==> src/hdl/ksi_pkg.sv <==
// Shared types, command and status codes for the keyframe scale interpolator.
package ksi_pkg;

    typedef enum logic [2:0] {
        CMD_INSERT = 3'd0,
        CMD_REMOVE = 3'd1,
        CMD_CLEAR  = 3'd2,
        CMD_EVAL   = 3'd3,
        CMD_SCALE  = 3'd4,
        CMD_READ   = 3'd5,
        CMD_RSV6   = 3'd6,
        CMD_RSV7   = 3'd7
    } t_cmd;

    typedef enum logic [1:0] {
        ST_OK        = 2'd0,
        ST_BAD_INDEX = 2'd1,
        ST_FULL      = 2'd2,
        ST_EMPTY     = 2'd3
    } t_status;

    typedef struct packed {
        logic [2:0]         cmd;
        logic [15:0]        key_time;
        logic signed [15:0] scale_x;
        logic signed [15:0] scale_y;
        logic signed [15:0] scale_z;
        logic [3:0]         entry_index;
        logic signed [15:0] factor;
    } t_in_item;

    typedef struct packed {
        logic signed [15:0] out_x;
        logic signed [15:0] out_y;
        logic signed [15:0] out_z;
        logic [15:0]        out_time;
        logic [4:0]         key_total;
        logic [1:0]         status;
    } t_out_item;

    typedef enum logic [3:0] {
        S_IDLE,
        S_SEARCH,
        S_DECIDE,
        S_SHIFT,
        S_DIV,
        S_MUL,
        S_LERP,
        S_SCALE,
        S_DONE
    } t_state;

    // Controller to datapath
    typedef struct packed {
        logic load;
        logic search_step;
        logic shift_step;
        logic div_init;
        logic div_step;
        logic mul_step;
        logic lerp_step;
        logic scale_step;
        logic commit;
        logic emit;
    } t_ctl;

    // Datapath to controller
    typedef struct packed {
        logic search_done;
        logic shift_done;
        logic div_done;
        logic lane_done;
        logic scale_done;
        logic need_shift;
        logic need_div;
    } t_sts;

endpackage

==> src/hdl/ksi_ctrl.sv <==
// Command sequencer of the keyframe scale interpolator.
module ksi_ctrl (
    input  logic            i_clk,
    input  logic            i_rst_n,
    input  logic            i_start,
    input  logic [2:0]      i_cmd,
    input  ksi_pkg::t_sts   i_sts,
    output ksi_pkg::t_ctl   o_ctl,
    output logic            o_busy
);

    ksi_pkg::t_state r_state, n_state;
    logic [2:0] r_cmd;

    // Hold the state and the command of the item in work
    always_ff @(posedge i_clk) begin
        if (!i_rst_n) begin
            r_state <= ksi_pkg::S_IDLE;
            r_cmd   <= 3'd0;
        end else begin
            r_state <= n_state;
            if (r_state == ksi_pkg::S_IDLE && i_start) begin
                r_cmd <= i_cmd;
            end
        end
    end

    // Advance through the phases of each command
    always_comb begin
        n_state = r_state;
        o_ctl   = '0;
        o_busy  = (r_state != ksi_pkg::S_IDLE);
        unique case (r_state)
            ksi_pkg::S_IDLE: begin
                if (i_start) begin
                    o_ctl.load = 1'b1;
                    n_state = ksi_pkg::S_SEARCH;
                end
            end
            ksi_pkg::S_SEARCH: begin
                if (i_sts.search_done) begin
                    n_state = ksi_pkg::S_DECIDE;
                end else begin
                    o_ctl.search_step = 1'b1;
                end
            end
            ksi_pkg::S_DECIDE: begin
                if (r_cmd == ksi_pkg::CMD_SCALE) begin
                    n_state = ksi_pkg::S_SCALE;
                end else if (i_sts.need_shift) begin
                    n_state = ksi_pkg::S_SHIFT;
                end else if (i_sts.need_div) begin
                    o_ctl.div_init = 1'b1;
                    n_state = ksi_pkg::S_DIV;
                end else begin
                    o_ctl.commit = 1'b1;
                    n_state = ksi_pkg::S_DONE;
                end
            end
            ksi_pkg::S_SHIFT: begin
                if (i_sts.shift_done) begin
                    o_ctl.commit = 1'b1;
                    n_state = ksi_pkg::S_DONE;
                end else begin
                    o_ctl.shift_step = 1'b1;
                end
            end
            ksi_pkg::S_DIV: begin
                if (i_sts.div_done) begin
                    n_state = ksi_pkg::S_MUL;
                end else begin
                    o_ctl.div_step = 1'b1;
                end
            end
            ksi_pkg::S_MUL: begin
                o_ctl.mul_step = 1'b1;
                n_state = ksi_pkg::S_LERP;
            end
            ksi_pkg::S_LERP: begin
                o_ctl.lerp_step = 1'b1;
                if (i_sts.lane_done) begin
                    n_state = ksi_pkg::S_DONE;
                end else begin
                    n_state = ksi_pkg::S_MUL;
                end
            end
            ksi_pkg::S_SCALE: begin
                if (i_sts.scale_done) begin
                    o_ctl.commit = 1'b1;
                    n_state = ksi_pkg::S_DONE;
                end else begin
                    o_ctl.scale_step = 1'b1;
                end
            end
            ksi_pkg::S_DONE: begin
                o_ctl.emit = 1'b1;
                n_state = ksi_pkg::S_IDLE;
            end
            default: begin
                n_state = ksi_pkg::S_IDLE;
            end
        endcase
    end

endmodule

==> config.mk <==
export PLATFORM = sky130hd
export DESIGN_NAME = ksi_ctrl
export DESIGN_NICKNAME = d
export VERILOG_FILES = /design/src/hdl/ksi_pkg.sv /design/src/hdl/ksi_ctrl.sv
export SDC_FILE = /design/constraint.sdc
export NUM_CORES = 1
export LEC_CHECK = 0
export BUFFER_PORTS_ARGS = -buffer_cell sky130_fd_sc_hd__buf_2
export CAP_MARGIN = 20
export CORE_AREA = 2 2 39 41
export DETAILED_ROUTE_END_ITERATION = 10
export DIE_AREA = 0 0 41 43
export PLACE_DENSITY = 0.69
export RECOVER_POWER = 25
export SKIP_LAST_GASP = 1
export SYNTH_ARGS = -nofsm -noshare
export SYNTH_HDL_FRONTEND = slang
export SYNTH_SLANG_ARGS = --single-unit
==> constraint.sdc <==
create_clock -name i_clk -period 1.72 [get_ports i_clk]
set_input_delay 0.086 -clock i_clk [delete_from_list [all_inputs] [get_ports i_clk]]
set_output_delay 0.086 -clock i_clk [all_outputs]
set_load 0.02 [all_outputs]
==> impl_metrics.toml <==
[sta]
final_max_slew_viol_count = 0
period_share = 0.968
min_period_ps = 1660
setup_viol = 0
worst_slack_ps = 55.6
worst_pin_slew_ps = 338
hold_viol = 0
clock_skew_ps = 2.78
fmax_ghz = 0.601
max_slew_margin = 0.774

[floorplan]
initial_core_util = 0.403
die_y_um = 43
pin_count = 24
die-area_um2 = 1760
die_w_um = 41
coreArea_um2 = 1380
rows = 14

[grt]
grt_max_degree = 16
grt_pass1_vias = 593
antenna_found_initial = 0
grt_overflow_total = 0
gr-usage-all-layers = 0.205
grt_pass1_wl_um = 2510

[power]
p_sw_uw = 283
clock_power_share = 0.198
pwr-share-comb = 0.480
max-vdd-ir-drop_uv = 629
p_seq_frac = 0.322
p_leak_uw = 0.000351
power_density_nw_per_um2 = 936
p_sw_frac = 0.386
p_int_uw = 449

[final_layout]
syn_to_final_growth_pct = 40.1
drive_gt1_frac = 0.446
layout.nets = 115
n_antenna_cell = 0
design_area_um2 = 782

[yosys]
synth_seq_cells = 7
synth_top_family_by_area = "simple AND/OR/NAND/NOR gates"
synth_edf_count = 0
ys_seq_area_frac = 0.251
ys_async_sr_fraction = 0
syn_nets = 84
synthFlopType = "dfxtp_1"
synthTopCellsByArea = "dfxtp_1 (25%), nor2_1 (6.1%), mux2i_1 (5.4%)"
avgSynthCellArea_um2 = 7.86
syn_area_um2 = 558
synthAdderAreaFrac = 0
synth_cell_type_count = 31
synth_cells = 71
synth_warnings = 0
yosys.area_share.simple = 0.419
yosys.area.top_type_share = 0.251
synth_mux_area_frac = 0.0538
synth-xor-area-share = 0
synth_area_leader_cell = "dfxtp_1"
synth_compound_area_frac = 0.213

[route]
drtAntennaViolNets = 0
drt_wl_total_um = 1630
drc = 0
post_drt_wl_per_cell_um = 13.9
route.vias.total = 681
routed_via_density = 5.82
drt_iter0_drc = 25
dr.pass1.iters = 4

[clock_network]
cts_buffer_depth = 2
cts_sinks = 7
cts_buffers = 3
worst_skew_pair.late_latency_ps = 250
clock-root-buffer = "clkbuf_4"
cts_tree = "yes"
clkTransAtPathRegs_ps = 50
h-tree-depth = 1

[place]
dp_slack_ps = 214
gp_congestion = 0.876
dpl.hpwl_um = 1140
placed_area_um2 = 681
portBuffers = 23

[run_status]
status = "complete, no violations"

[critical_path]
r2r_cells = 6
worst-setup-path-type = "register to output pin"
cp.required_ps = 1630
worstPathMaxFanout = 4
crit_path_start = "r_cmd[2]"
cp-start-kind = "register"
endpoint = "o_ctl[1]"
reg2reg_slack_ps = 170
end_kind = "output pin"
r2r-start = "r_state[0]"
arrival_ps = 1580
reg2reg_to = "r_state[0]"

[run]
maxCapViolCount = 0

[min_path]
hp-class = "input port to register"
worstHoldStart = "i_cmd[0]"
[cell usage in the layout (no fill, tap or decap), drive strengths merged, types with 2 or more instances in the layout]
cell type and instances:
nor4 3, a21oi 5, or4 2, o21ai 2
buf 29, nor2 9, nand3 2, mux2i 3
nand2 7, inv 4, dfxtp 7, nor3 4
and3b 2, o211ai 4, clkbuf 4
[sequential cells by signal (all words and copies together) (netlist names)]
signal / cells
r_cmd: 3
r_state: 4
[synthesized netlist by cell type, drive strengths merged (2+ instances only)]
master	instances
nor3	4
mux2i	3
a21oi	5
inv	4
buf	3
or4	2
and3b	2
o211ai	4
nand2	7
nand3	2
dfxtp	7
nor2	9
o21ai	2
nor4	3
[per-layer routing]
layer	vias to the layer above	global-route usage	part of all wire
li1	327	-	-
met1	309	0.275	0.42
met2	35	0.284	0.47
met3	10	0.0209	0.067
met4	0	0.160	0.044
met5	-	0	0
[worst min-delay path by stage]
stage / to / slack (ps) / cells after the start
final: r_cmd[0] / 70 / 3
after global routing: r_cmd[0] / 80 / 3
after CTS: r_cmd[0] / 60 / 3
after detailed placement: r_cmd[0] / 330 / 3
after global placement: r_cmd[0] / 320 / 3
after floorplan: r_state[1] / 210 / 1
[power by group through the flow]
stage | clock (uW) | sequential, uW | combinational (uW)
finish | 145 | 235 | 352
global route | 166 | 238 | 381
CTS | 152 | 232 | 278
detailed placement | 0 | 231 | 277
global placement | 0 | 231 | 274
floorplan | 0 | 206 | 219
[timing repair]
item,CTS,global route
pin swaps,0,2
hold buffers,0,0
resized for setup,2,9
setup endpoints to repair,1,6
buffers inserted,0,5
[per-stage QoR]
step / total power, uW / util / cells / TNS [ps] / hold WS (ps)
after CTS: 662 / 0.514 / 112 / 0 / 64.5
after floorplan: 425 / - / 71 / 0 / 214
after global placement: 505 / 0.492 / 108 / 0 / 323
final: 732 / 0.565 / 117 / 0 / 67.1
after detailed placement: 508 / 0.492 / 108 / 0 / 327
after global routing: 785 / 0.565 / 117 / -7.67 / 83.9
[worst max-delay path, stage by stage (launching register included)]
cell and delay, ps:
dfxtp_2 310, nor3b_4 160, or4_4 420, a221oi_2 260, buf_4 180
[kinds of logic (layout without fill, tap and decap cells)]
family	after synthesis	count (layout)
buf+inv	7	37
simple gates	37	37
mux	3	3
flops	7	7
compound gates	17	17
[cell type report]
class	instances	area (um2)
timing repair buffer	29	163
clock buffer	4	26.3
tap	16	20.0
multi-input combinational	57	410
sequential	7	148
inverter	4	15.0
fill	147	602
Note: power is estimated with default switching activity, not from simulation.
